## src/hdl/sbfr_pkg.sv

```systemverilog
`default_nettype none

package sbfr_pkg;

  // frame layout
  localparam int FRAME_BYTES   = 25;
  localparam int CHANNELS      = 8;
  localparam int PAYLOAD_BYTES = FRAME_BYTES - 2;
  localparam int FLAGS_INDEX   = FRAME_BYTES - 3;
  localparam int CHAN_W        = 11;
  localparam int UNPACK_BYTES  = (CHANNELS * CHAN_W + 7) / 8;
  localparam int UNP_IDX_W     = $clog2(UNPACK_BYTES);
  localparam int CNT_W         = $clog2(PAYLOAD_BYTES + 1);
  localparam int CFG_IDX_W     = 3;
  localparam int EVT_W         = 3;

  // register reset values
  localparam logic [7:0] START_BYTE_RST   = 8'd15;
  localparam logic [7:0] END_BYTE_RST     = 8'd0;
  localparam logic [7:0] LOST_MASK_RST    = 8'd4;
  localparam logic [7:0] FS_MASK_RST      = 8'd8;
  localparam logic [7:0] GAP_TICKS_RST    = 8'd2;
  localparam logic [7:0] LOSS_TICKS_RST   = 8'd64;

  typedef enum logic {
    OP_BYTE = 1'b0,
    OP_TICK = 1'b1
  } op_t;

  typedef enum logic [CFG_IDX_W-1:0] {
    CFG_START_BYTE  = 3'd0,
    CFG_END_BYTE    = 3'd1,
    CFG_LOST_MASK   = 3'd2,
    CFG_FS_MASK     = 3'd3,
    CFG_GAP_TICKS   = 3'd4,
    CFG_LOSS_TICKS  = 3'd5
  } cfg_idx_t;

  typedef enum logic [EVT_W-1:0] {
    EV_NONE     = 3'd0,
    EV_UPDATED  = 3'd1,
    EV_FAILSAFE = 3'd2,
    EV_LOST     = 3'd3,
    EV_BAD_END  = 3'd4,
    EV_TIMEOUT  = 3'd5
  } evt_t;

  typedef struct packed {
    logic [7:0] start_byte;
    logic [7:0] end_byte;
    logic [7:0] lost_frame_mask;
    logic [7:0] failsafe_mask;
    logic [7:0] gap_ticks;
    logic [7:0] signal_loss_ticks;
  } cfg_t;

  typedef logic [CHANNELS-1:0][CHAN_W-1:0] chans_t;

  typedef struct packed {
    chans_t chans;
    evt_t   evt;
    logic   in_sync;
  } dec_res_t;

endpackage

`default_nettype wire

```

## src/hdl/sbfr_in_if.sv

```systemverilog
`default_nettype none

interface sbfr_in_if;
  import sbfr_pkg::*;

  logic       valid;
  logic       ready;
  logic       operation;
  logic [7:0] data_byte;

  modport source (output valid, output operation, output data_byte, input ready);
  modport sink   (input valid, input operation, input data_byte, output ready);
endinterface

`default_nettype wire

```

## src/hdl/sbfr_out_if.sv

```systemverilog
`default_nettype none

interface sbfr_out_if;
  import sbfr_pkg::*;

  logic              valid;
  logic              ready;
  logic [CHAN_W-1:0] chan_a;
  logic [CHAN_W-1:0] chan_b;
  logic [CHAN_W-1:0] chan_c;
  logic [CHAN_W-1:0] chan_d;
  logic [CHAN_W-1:0] chan_e;
  logic [CHAN_W-1:0] chan_f;
  logic [CHAN_W-1:0] chan_g;
  logic [CHAN_W-1:0] chan_h;
  logic [EVT_W-1:0]  event_res;
  logic              in_sync;

  modport source (output valid, output chan_a, output chan_b, output chan_c, output chan_d,
                  output chan_e, output chan_f, output chan_g, output chan_h,
                  output event_res, output in_sync, input ready);
  modport sink   (input valid, input chan_a, input chan_b, input chan_c, input chan_d,
                  input chan_e, input chan_f, input chan_g, input chan_h,
                  input event_res, input in_sync, output ready);
endinterface

`default_nettype wire

```

## src/hdl/sbfr_cfg_if.sv

```systemverilog
`default_nettype none

interface sbfr_cfg_if;
  import sbfr_pkg::*;

  logic                 valid;
  logic                 ready;
  logic [CFG_IDX_W-1:0] reg_idx;
  logic [7:0]           wdata;

  modport source (output valid, output reg_idx, output wdata, input ready);
  modport sink   (input valid, input reg_idx, input wdata, output ready);
endinterface

`default_nettype wire

```

## src/hdl/sbus_frame_receiver_unit.sv

```systemverilog
`default_nettype none

// 25-byte serial frame receiver: each input transfer is a received byte or a
// timer tick, and each one yields exactly one result transfer holding the eight
// current 11-bit channels, an event code and the sync flag. One item is taken
// every cycle; its result appears in the output register on the next cycle.
// While a result waits in the output register the input is held off, unless the
// sink takes that result in the same cycle. The rate is set by the single decode
// step between the state registers and the output register. Configuration
// writes are always accepted and take effect on the following cycle; write them
// only while idle. No start-up clearing pass is needed after reset.
module sbus_frame_receiver_unit (
  input  wire logic clk,
  input  wire logic rst_n,
  sbfr_in_if.sink   in_ch,
  sbfr_out_if.source out_ch,
  sbfr_cfg_if.sink  cfg_ch
);
  import sbfr_pkg::*;

  cfg_t     cfg;
  dec_res_t res;
  dec_res_t res_r;
  logic     out_valid_r;
  logic     acc;

  // input taken when the output register is free or draining
  assign in_ch.ready = !out_valid_r || out_ch.ready;
  assign acc         = in_ch.valid && in_ch.ready;

  sbfr_cfg_regs u_cfg (
    .clk    (clk),
    .rst_n  (rst_n),
    .cfg_ch (cfg_ch),
    .cfg    (cfg)
  );

  sbfr_decoder u_dec (
    .clk       (clk),
    .rst_n     (rst_n),
    .acc       (acc),
    .operation (in_ch.operation),
    .data_byte (in_ch.data_byte),
    .cfg       (cfg),
    .res       (res)
  );

  // output register valid
  always_ff @(posedge clk) begin
    if (!rst_n) begin
      out_valid_r <= 1'b0;
    end else if (acc) begin
      out_valid_r <= 1'b1;
    end else if (out_ch.ready) begin
      out_valid_r <= 1'b0;
    end
  end

  // output register payload
  always_ff @(posedge clk) begin
    if (acc) begin
      res_r <= res;
    end
  end

  assign out_ch.valid     = out_valid_r;
  assign out_ch.chan_a    = res_r.chans[0];
  assign out_ch.chan_b    = res_r.chans[1];
  assign out_ch.chan_c    = res_r.chans[2];
  assign out_ch.chan_d    = res_r.chans[3];
  assign out_ch.chan_e    = res_r.chans[4];
  assign out_ch.chan_f    = res_r.chans[5];
  assign out_ch.chan_g    = res_r.chans[6];
  assign out_ch.chan_h    = res_r.chans[7];
  assign out_ch.event_res = res_r.evt;
  assign out_ch.in_sync   = res_r.in_sync;

`ifndef SYNTH
  a_result_follows_item: assert property (@(posedge clk) disable iff (!rst_n)
    acc |=> out_valid_r)
    else $error("accepted item produced no result");
  a_no_overwrite: assert property (@(posedge clk) disable iff (!rst_n)
    out_valid_r && !out_ch.ready |-> !acc)
    else $error("pending result overwritten");
  a_idle_result_holds: assert property (@(posedge clk) disable iff (!rst_n)
    out_valid_r && !out_ch.ready |=> out_valid_r && $stable(res_r))
    else $error("stalled result changed");
`endif

endmodule

`default_nettype wire

```

## src/hdl/sbfr_cfg_regs.sv

```systemverilog
`default_nettype none

module sbfr_cfg_regs (
  input  wire logic          clk,
  input  wire logic          rst_n,
  sbfr_cfg_if.sink           cfg_ch,
  output sbfr_pkg::cfg_t     cfg
);
  import sbfr_pkg::*;

  cfg_t cfg_r;
  cfg_t cfg_nxt;

  // writes are always taken
  assign cfg_ch.ready = 1'b1;

  // register decode, unknown indexes ignored
  always_comb begin
    cfg_nxt = cfg_r;
    if (cfg_ch.valid) begin
      unique case (cfg_idx_t'(cfg_ch.reg_idx))
        CFG_START_BYTE: cfg_nxt.start_byte        = cfg_ch.wdata;
        CFG_END_BYTE:   cfg_nxt.end_byte          = cfg_ch.wdata;
        CFG_LOST_MASK:  cfg_nxt.lost_frame_mask   = cfg_ch.wdata;
        CFG_FS_MASK:    cfg_nxt.failsafe_mask     = cfg_ch.wdata;
        CFG_GAP_TICKS:  cfg_nxt.gap_ticks         = cfg_ch.wdata;
        CFG_LOSS_TICKS: cfg_nxt.signal_loss_ticks = cfg_ch.wdata;
        default:        cfg_nxt = cfg_r;
      endcase
    end
  end

  always_ff @(posedge clk) begin
    if (!rst_n) begin
      cfg_r.start_byte        <= START_BYTE_RST;
      cfg_r.end_byte          <= END_BYTE_RST;
      cfg_r.lost_frame_mask   <= LOST_MASK_RST;
      cfg_r.failsafe_mask     <= FS_MASK_RST;
      cfg_r.gap_ticks         <= GAP_TICKS_RST;
      cfg_r.signal_loss_ticks <= LOSS_TICKS_RST;
    end else begin
      cfg_r <= cfg_nxt;
    end
  end

  assign cfg = cfg_r;

endmodule

`default_nettype wire

```

## src/hdl/sbfr_decoder.sv

```systemverilog
`default_nettype none

module sbfr_decoder (
  input  wire logic          clk,
  input  wire logic          rst_n,
  input  wire logic          acc,
  input  wire logic          operation,
  input  wire logic [7:0]    data_byte,
  input  sbfr_pkg::cfg_t     cfg,
  output sbfr_pkg::dec_res_t res
);
  import sbfr_pkg::*;

  logic                 coll_r, coll_nxt;
  logic [CNT_W-1:0]     cnt_r, cnt_nxt;
  logic [7:0]           gap_r, gap_nxt;
  logic [7:0]           loss_r, loss_nxt;
  chans_t               chan_r, chan_nxt;
  logic [7:0]           flags_r, flags_nxt;
  logic [7:0]           data_r [UNPACK_BYTES];
  logic                 data_we;
  logic [UNPACK_BYTES*8-1:0] flat;
  chans_t               unpacked;
  evt_t                 evt;

  // channel unpack: little-endian 11-bit fields over the first payload bytes
  always_comb begin
    for (int i = 0; i < UNPACK_BYTES; i++) begin
      flat[8*i +: 8] = data_r[i];
    end
    for (int c = 0; c < CHANNELS; c++) begin
      unpacked[c] = flat[CHAN_W*c +: CHAN_W];
    end
  end

  // byte and tick handling
  always_comb begin
    coll_nxt  = coll_r;
    cnt_nxt   = cnt_r;
    gap_nxt   = gap_r;
    loss_nxt  = loss_r;
    chan_nxt  = chan_r;
    flags_nxt = flags_r;
    data_we   = 1'b0;
    evt       = EV_NONE;
    if (op_t'(operation) == OP_TICK) begin
      if (gap_r >= cfg.gap_ticks) begin
        gap_nxt  = '0;
        coll_nxt = 1'b0;
      end else begin
        gap_nxt = gap_r + 8'd1;
      end
      if (loss_r >= cfg.signal_loss_ticks) begin
        chan_nxt = '0;
        loss_nxt = '0;
        evt      = EV_TIMEOUT;
      end else begin
        loss_nxt = loss_r + 8'd1;
      end
    end else begin
      gap_nxt = '0;
      if (!coll_r) begin
        if (data_byte == cfg.start_byte) begin
          cnt_nxt  = '0;
          coll_nxt = 1'b1;
        end
      end else if (cnt_r < CNT_W'(PAYLOAD_BYTES)) begin
        data_we = (cnt_r < CNT_W'(UNPACK_BYTES));
        if (cnt_r == CNT_W'(FLAGS_INDEX)) begin
          flags_nxt = data_byte;
        end
        cnt_nxt = cnt_r + CNT_W'(1);
      end else begin
        coll_nxt = 1'b0;
        if (data_byte == cfg.end_byte) begin
          if ((flags_r & cfg.lost_frame_mask) != 8'd0) begin
            evt = EV_LOST;
          end else if ((flags_r & cfg.failsafe_mask) != 8'd0) begin
            chan_nxt = '0;
            evt      = EV_FAILSAFE;
          end else begin
            chan_nxt = unpacked;
            loss_nxt = '0;
            evt      = EV_UPDATED;
          end
        end else begin
          evt = EV_BAD_END;
        end
      end
    end
  end

  // control state
  always_ff @(posedge clk) begin
    if (!rst_n) begin
      coll_r <= 1'b0;
      cnt_r  <= '0;
      gap_r  <= '0;
      loss_r <= '0;
      chan_r <= '0;
    end else if (acc) begin
      coll_r <= coll_nxt;
      cnt_r  <= cnt_nxt;
      gap_r  <= gap_nxt;
      loss_r <= loss_nxt;
      chan_r <= chan_nxt;
    end
  end

  // payload bytes, written before they are read
  always_ff @(posedge clk) begin
    if (acc) begin
      flags_r <= flags_nxt;
      if (data_we) begin
        data_r[cnt_r[UNP_IDX_W-1:0]] <= data_byte;
      end
    end
  end

  // result for this transfer
  assign res.chans   = chan_nxt;
  assign res.evt     = evt;
  assign res.in_sync = coll_nxt;

`ifndef SYNTH
  a_update_ends_frame: assert property (@(posedge clk) disable iff (!rst_n)
    acc && res.evt == EV_UPDATED |=> !coll_r && loss_r == 8'd0)
    else $error("frame update did not end collection");
  a_timeout_clears: assert property (@(posedge clk) disable iff (!rst_n)
    acc && res.evt == EV_TIMEOUT |=> chan_r == '0 && loss_r == 8'd0)
    else $error("loss timeout did not clear channels");
  a_byte_clears_gap: assert property (@(posedge clk) disable iff (!rst_n)
    acc && op_t'(operation) == OP_BYTE |=> gap_r == 8'd0)
    else $error("byte did not clear gap timer");
  a_gap_drops_sync: assert property (@(posedge clk) disable iff (!rst_n)
    acc && op_t'(operation) == OP_TICK && gap_r >= cfg.gap_ticks |=> !coll_r)
    else $error("gap timeout did not drop sync");
`endif

endmodule

`default_nettype wire

```

## src/flat_wrapper.sv

```systemverilog
// flat-port wrapper written by rule: the top's interface ports become plain ports
module sbus_frame_receiver_unit_flat import sbfr_pkg::*;
  (clk, rst_n, in_ch_valid, in_ch_operation, in_ch_data_byte, in_ch_ready, out_ch_valid, out_ch_chan_a, out_ch_chan_b, out_ch_chan_c, out_ch_chan_d, out_ch_chan_e, out_ch_chan_f, out_ch_chan_g, out_ch_chan_h, out_ch_event_res, out_ch_in_sync, out_ch_ready, cfg_ch_valid, cfg_ch_reg_idx, cfg_ch_wdata, cfg_ch_ready);
  sbfr_in_if in_ch_i ();
  sbfr_out_if out_ch_i ();
  sbfr_cfg_if cfg_ch_i ();
  input  wire logic clk;
  input  wire logic rst_n;
  input wire logic [$bits(in_ch_i.valid)-1:0] in_ch_valid;
  input wire logic [$bits(in_ch_i.operation)-1:0] in_ch_operation;
  input wire logic [$bits(in_ch_i.data_byte)-1:0] in_ch_data_byte;
  output wire logic [$bits(in_ch_i.ready)-1:0] in_ch_ready;
  output wire logic [$bits(out_ch_i.valid)-1:0] out_ch_valid;
  output wire logic [$bits(out_ch_i.chan_a)-1:0] out_ch_chan_a;
  output wire logic [$bits(out_ch_i.chan_b)-1:0] out_ch_chan_b;
  output wire logic [$bits(out_ch_i.chan_c)-1:0] out_ch_chan_c;
  output wire logic [$bits(out_ch_i.chan_d)-1:0] out_ch_chan_d;
  output wire logic [$bits(out_ch_i.chan_e)-1:0] out_ch_chan_e;
  output wire logic [$bits(out_ch_i.chan_f)-1:0] out_ch_chan_f;
  output wire logic [$bits(out_ch_i.chan_g)-1:0] out_ch_chan_g;
  output wire logic [$bits(out_ch_i.chan_h)-1:0] out_ch_chan_h;
  output wire logic [$bits(out_ch_i.event_res)-1:0] out_ch_event_res;
  output wire logic [$bits(out_ch_i.in_sync)-1:0] out_ch_in_sync;
  input wire logic [$bits(out_ch_i.ready)-1:0] out_ch_ready;
  input wire logic [$bits(cfg_ch_i.valid)-1:0] cfg_ch_valid;
  input wire logic [$bits(cfg_ch_i.reg_idx)-1:0] cfg_ch_reg_idx;
  input wire logic [$bits(cfg_ch_i.wdata)-1:0] cfg_ch_wdata;
  output wire logic [$bits(cfg_ch_i.ready)-1:0] cfg_ch_ready;
  assign in_ch_i.valid = in_ch_valid;
  assign in_ch_i.operation = in_ch_operation;
  assign in_ch_i.data_byte = in_ch_data_byte;
  assign in_ch_ready = in_ch_i.ready;
  assign out_ch_valid = out_ch_i.valid;
  assign out_ch_chan_a = out_ch_i.chan_a;
  assign out_ch_chan_b = out_ch_i.chan_b;
  assign out_ch_chan_c = out_ch_i.chan_c;
  assign out_ch_chan_d = out_ch_i.chan_d;
  assign out_ch_chan_e = out_ch_i.chan_e;
  assign out_ch_chan_f = out_ch_i.chan_f;
  assign out_ch_chan_g = out_ch_i.chan_g;
  assign out_ch_chan_h = out_ch_i.chan_h;
  assign out_ch_event_res = out_ch_i.event_res;
  assign out_ch_in_sync = out_ch_i.in_sync;
  assign out_ch_i.ready = out_ch_ready;
  assign cfg_ch_i.valid = cfg_ch_valid;
  assign cfg_ch_i.reg_idx = cfg_ch_reg_idx;
  assign cfg_ch_i.wdata = cfg_ch_wdata;
  assign cfg_ch_ready = cfg_ch_i.ready;
  sbus_frame_receiver_unit u_core (.clk(clk), .rst_n(rst_n), .in_ch(in_ch_i), .out_ch(out_ch_i), .cfg_ch(cfg_ch_i));
endmodule
```

## config.mk

```make
export PLATFORM = sky130hd
export DESIGN_NAME = sbus_frame_receiver_unit_flat
export DESIGN_NICKNAME = d
export VERILOG_FILES = /design/src/hdl/sbfr_pkg.sv /design/src/hdl/sbfr_in_if.sv /design/src/hdl/sbfr_out_if.sv /design/src/hdl/sbfr_cfg_if.sv /design/src/hdl/sbus_frame_receiver_unit.sv /design/src/hdl/sbfr_cfg_regs.sv /design/src/hdl/sbfr_decoder.sv /design/src/flat_wrapper.sv
export SDC_FILE = /design/constraint.sdc
export NUM_CORES = 1
export LEC_CHECK = 0
export BUFFER_PORTS_ARGS = -buffer_cell sky130_fd_sc_hd__buf_2
export CORE_ASPECT_RATIO = 2
export CORE_MARGIN = 2
export CORE_UTILIZATION = 30
export CTS_CLUSTER_SIZE = 12
export DETAILED_ROUTE_END_ITERATION = 6
export MAX_ROUTING_LAYER = met4
export PLACE_DENSITY = 0.56
export SLEW_MARGIN = 25
export SYNTH_ARGS = -nofsm -noshare
export SYNTH_HDL_FRONTEND = slang
export SYNTH_SLANG_ARGS = --single-unit
```

## constraint.sdc

```tcl
create_clock -name clk -period 4.6 [get_ports clk]
set_clock_uncertainty 0.2 [all_clocks]
set_input_delay 0.46 -clock clk [delete_from_list [all_inputs] [get_ports clk]]
set_output_delay 0.46 -clock clk [all_outputs]
set_load 0.05 [all_outputs]
```

# Word level (Yosys, flattened, before mapping)
# Memory sizes are Yosys's and may differ from the RTL's.
# Cells that the tools add are included.
# totals
reg_bits	259
inputBits	25
mem_count	1
mem_bits_rw	88
# classes
n_mux	39
bitwise	3
n_lt_le_gt_ge	4
n_eq_ne	12
n_reduce_logical	19
add_sub_neg	3
# mem_list
name	depth	width	read_ports	rd_ports_with_merged_regs	wr	line	text
u_core.u_dec.data_r	11	8	11	0	1	sbfr_decoder.sv:20	logic [7:0] data_r [UNPACK_BYTES];
# ops
operator	count
$mux W88	7
$mux W8	9
$add A8 B1 Y8 const B	2
$and A8 B8 Y8	2
$eq A8 B8 Y1	2
$ge A8 B8 Y1	2
$reduce_bool A8 Y1	2
$mux W3	5
$mux W5	3
$mux W1	13
$reduce_and A2 Y1	6
$reduce_bool A2 Y1	4
$eq A3 B2 Y1 const B	2
$eq A3 B3 Y1 const B	2
$ne A2 B2 Y1 const B	3
$reduce_and A6 Y1	1
$add A5 B1 Y5 const B	1
$eq A5 B5 Y1 const B	1
$lt A5 B4 Y1 const B	1
$lt A5 B5 Y1 const B	1
$reduce_and A5 Y1	1
$mux W2	2
$reduce_and A4 Y1	1
$eq A3 B1 Y1 const B	1
6 further kinds	6

# Longest topological paths before layout
# logic_depth
ltp_word	8
ltp_mapped	9
mapped_depth_nobuf	7

# Hierarchy
# Synthesis repeated with hierarchy kept, for this count alone.
# hier_totals
cells_unflattened	1385
area_unflattened_um2	15358.5
# modules_own_cells
mod	cells_per_inst	area_each_um2	instances	seq_area_each_um2
sbfr_decoder	1110	10700.3	1	5084.9
sbus_frame_receiver_unit	97	2820.2	1	2782.7
sbfr_cfg_regs	178	1838.0	1	960.9

# Worst setup path after synthesis
# OpenSTA, ideal clock, no wires.
# synth_timing
kind	reg-to-reg
start	register u_core.out_valid_r (netlist: u_core.out_ch.valid)
end	register u_core.u_dec.gap_r[6]
slack_ns	-0.302
stages_incl_launch_ff	8
period_less_slack_ns	4.902
arrival_ns	4.624
cell_sequence	dfxtp_1 -> nor2b_1 -> inv_1 -> nand2_1 -> inv_1 -> clkbuf_1 -> o2111ai_1 -> a31oi_1
# synth_via
elab_chain_len	3
# synth_lines
item	line	text
start, declared	sbus_frame_receiver_unit.sv:24	logic out_valid_r;
start signal, assigned	sbus_frame_receiver_unit.sv:51	out_valid_r <= 1'b0;
start signal, assigned	sbus_frame_receiver_unit.sv:53	out_valid_r <= 1'b1;
start signal, assigned	sbus_frame_receiver_unit.sv:55	out_valid_r <= 1'b0;
$logic_not A1 Y1	sbus_frame_receiver_unit.sv:28	assign in_ch.ready = !out_valid_r || out_ch.ready;
$logic_or A1 B1 Y1	sbus_frame_receiver_unit.sv:28	
via in_ch_ready	flat_wrapper.sv:12	output wire logic [$bits(in_ch_i.ready)-1:0] in_ch_ready;
$logic_and A1 B1 Y1	sbus_frame_receiver_unit.sv:29	assign acc = in_ch.valid && in_ch.ready;
via u_core.acc	sbus_frame_receiver_unit.sv:25	logic acc;
end signal, assigned	sbfr_decoder.sv:104	gap_r <= gap_nxt;
end, declared	sbfr_decoder.sv:16	logic [7:0] gap_r, gap_nxt;
# The timed path passes the listed nets, and every way through them passes these cells.
# A chain may end at the register's enable or synchronous reset.

==> impl_metrics.toml <==
[drt]
wirelength_um = 32700
wire_per_inst_um = 19.5
drtAntennaViolNets = 0
drt-pass1-iter-count = 5
vias = 8558
route.detailed.drc = 0
detailedRoute.firstIterationViolations = 520
routed_via_density = 5.11

[flow_run]
maxCapViolCount = 0

[clocking]
clock_tree_from_tritoncts = "done"
worst_setup_hold_path_clk_slew_ns = 0.06
clock_tree.root_cell = "clkbuf_16"
cts_setup_buffers = 0
htree_num_levels = 2
cts_hold_repair.buffers = 0
ctsLongestPathBuffers = 3
post_cts.resized_instances = 0
worst_skew_pair.late_latency_ns = 0.52
numCtsBuffers = 35
clock-sinks = 347

[power]
report.power.total_mw = 6.40
p_per_area_nw_per_um2 = 419
worst_ir_drop_vdd_v = 0.000264
cell_leakage_power_nw = 5.53

[synthesis]
synth_sequential_area_ratio_pct = 67.7
syn_area_um2 = 13000
synth_top_area_cells = "edfxtp_1, dfxtp_1, a22o_1"
synth-async-reset-ratio_pct = 0
yosysTopAreaCell = "edfxtp_1"
ys_seq_elements = 347
yosys_warnings = 0
synth.avg_cell_area_um2 = 13.3
netlist_instances = 984
synth_enable_flop_cells = 188
postSynthNetCount = 1031
dominantRegCellSynth = "edfxtp_1"
commonest_cells_in_the_netlist = "edfxtp_1, a22o_1, dfxtp_1, nand2_1, a21oi_1"
synth_top_area_share_pct = 43.3
post-synth-top-count-cell = "edfxtp_1"
synth.distinct_cells = 59

[setup_path]
arrival_time_reported_for_the_critical_path_endpoint_ns = 3.45
reg2reg_depth = 9
worst-path-buf-inv = 3
crit_path_end_kind = "register"
worst_path_top_cell_family_by_delay = "compound AO/OA/AOI/OAI gates"
critPathMaxStageDelay_ns = 0.50
path_class = "register to register"
cp-start-kind = "register"
rr_endpoint = "u_core.out_ch.chan_d[7]"
worstReg2RegStart = "u_core.u_dec.loss_r[0]"
r2r_slack_ns = 1.33
crit_path_cell_trace = "inv_1 -> ha_1 -> nand2b_1 -> a2111oi_2 -> o31a_1 -> o21bai_4 -> buf_16 -> buf_4 -> a22o_1"
timing.critical_path.fanout_max = 48
worstPathRequired_ns = 4.78
cp_slowest_cell = "buf_4"

[final_layout]
postLayoutCellArea_um2 = 15300
n_antenna_cell = 0
final_nets = 1146
finish.cell_count_without_fillers = 1676
post-route-util_pct = 35.4
synthToLayoutAreaGrowth_pct = 17.1
final_layout_size_suffix_gt1_share_pct = 17.1

[global_route]
grt_first_pass_wirelength_um = 49000
grt_max_degree = 89
number_of_global_route_vias_before_repair = 8365
antenna_found_initial = 0
global_route.usage.total_pct = 14.5
grt-ovfl-total = 0

[floorplanning]
core_area_um2 = 43100
row_count = 108
total_die_area_um2 = 45300
initial_core_util_pct = 30.3
die_height_um = 299
floorplan.io_pins = 120
overall_die_width_um = 151

[sta]
whs_ns = 0.0571
maxClockFrequency_mhz = 306
slew-limit-headroom_pct = 31.6
worst_slew_pin_tran_ns = 1.03
report.final.setup_viol = 0
timing.final.crit_share_pct = 71.1
timing.final.max_slew_violations = 0
setup_tns_ns = 0
unrepaired_setup_endpoints_after_global_routing = "false"
finalHoldViolations = 0
post-route-min-period_ns = 3.27
timing.final.ws_setup_ns = 1.33

[place]
place_hpwl_um = 20800
placed_cells_incl_taps = 1611
pre_cts_slack_ns = 1.18
placedInstanceArea_um2 = 14200
final_estimated_routing_congestion_in_global_placement = 0.829
buffer_ports.inserted = 118

[min_path]
timing.hold.worst_endpoint = "u_core.u_cfg.cfg[0]"
worstHoldStart = "cfg_ch_wdata[0]"
hold_path_depth = 3
worstHoldPathType = "input port to register"

[outcome]
result_of_the_run = "finished clean"
==> worst max-delay path by stage <==
| stage | from | endpoint | slack, ns | cells past startpoint |
|---|---|---|---|---|
| after detailed placement | in_ch_data_byte[4] | u_core.out_ch.chan_d[7] | 1.18 | 7 |
| after floorplan | u_core.out_ch.valid | u_core.u_dec.gap_r[6] | 1.25 | 7 |
| final | u_core.u_dec.loss_r[0] | u_core.out_ch.chan_d[7] | 1.33 | 9 |
| after global routing | u_core.u_dec.loss_r[0] | u_core.out_ch.chan_d[7] | 1.17 | 9 |
| after CTS | u_core.u_dec.loss_r[0] | u_core.out_ch.chan_d[7] | 1.23 | 8 |
| after global placement | in_ch_data_byte[4] | u_core.out_ch.chan_d[6] | 1.26 | 7 |
==> where the power goes <==
group          switching [mW]  leakage [nW]  total (mW)  internal, mW
logic                   0.337          1.97       0.414        0.0775
clock network            1.15         0.503        2.65          1.50
registers              0.0253          3.06        3.34          3.31
==> registers in the layout (all words and copies together), names as in the netlist <==
signal,count
u_core.u_dec.cnt_r,5
u_core.u_dec.coll_r,1
u_core.u_cfg.cfg,48
u_core.u_dec.flags_r,8
u_core.out_ch.chan_h,11
u_core.out_ch.chan_g,11
u_core.out_ch.chan_e,11
u_core.u_dec.gap_r,8
u_core.out_ch.in_sync,1
u_core.out_ch.chan_b,11
u_core.out_ch.valid,1
u_core.out_ch.event_res,3
u_core.u_dec.data_r,88
u_core.u_dec.chan_r,88
u_core.out_ch.chan_f,11
u_core.out_ch.chan_d,11
u_core.out_ch.chan_a,11
u_core.out_ch.chan_c,11
u_core.u_dec.loss_r,8
==> worst register-to-register path, delay by kind of cell, from the launching register on <==
family,cells,cell delay [ns]
compound gates,4,1.28
fa+ha+maj,1,0.28
buf+inv,3,0.84
flops,1,0.40
simple gates,1,0.15
==> routing by layer <==
| layer | up-vias | wire length [µm] | global-route usage [%] |
|---|---|---|---|
| li1 | 3978 | - | - |
| met1 | 4206 | 13900 | 18.7 |
| met2 | 309 | 16100 | 23.5 |
| met3 | 65 | 1750 | 2.24 |
| met4 | 0 | 883 | 4.65 |
| met5 | - | 0 | - |
==> logic make-up (layout without fill, tap and decap cells) <==
| logic type | after synthesis | in the layout | share of synthesized area (%) |
|---|---|---|---|
| flip-flops | 347 | 347 | 67.7 |
| AO/OA/AOI/OAI | 291 | 291 | 17.8 |
| AND/OR/NAND/NOR | 218 | 218 | 7.99 |
| buffers and inverters | 85 | 227 | 3.02 |
| adder cells (fa/ha/maj) | 22 | 22 | 2.11 |
| XOR/XNOR | 19 | 19 | 1.28 |
| other | 1 | 1 | 0.0287 |
| multiplexers | 1 | 1 | 0.0767 |
==> cell type report <==
cell class	count	area [µm²]
fillers	4093	27800
clock inverters	4	35.0
multi-input cells	552	3850
repair buffers	135	763
well taps	550	688
clock buffers	60	1010
flip-flops and latches	347	8830
inverters	28	108
==> cell usage in the layout (no fill, tap or decap), types with 3 or more instances in the layout <==
master and instances:
inv_1 25, buf_2 118, nor2b_1 7, clkbuf_1 22, a32o_1 4, buf_4 14, dfxtp_1 159, o2111ai_1 4
nand4_1 8, o211ai_1 3, clkbuf_16 36, o22ai_1 4, o221ai_1 3, nand2_1 115, and2_1 9, edfxtp_1 188
and3_1 13, nor2_1 12, a22o_1 176, nand3_1 21, ha_1 22, nor4_1 5, o21a_1 4, a31oi_1 5
o21ai_0 10, nand2b_1 4, xnor2_1 18, a21oi_1 51, a22oi_1 8, nor3_1 10
No activity file was read; power rests on OpenSTA's default activity.
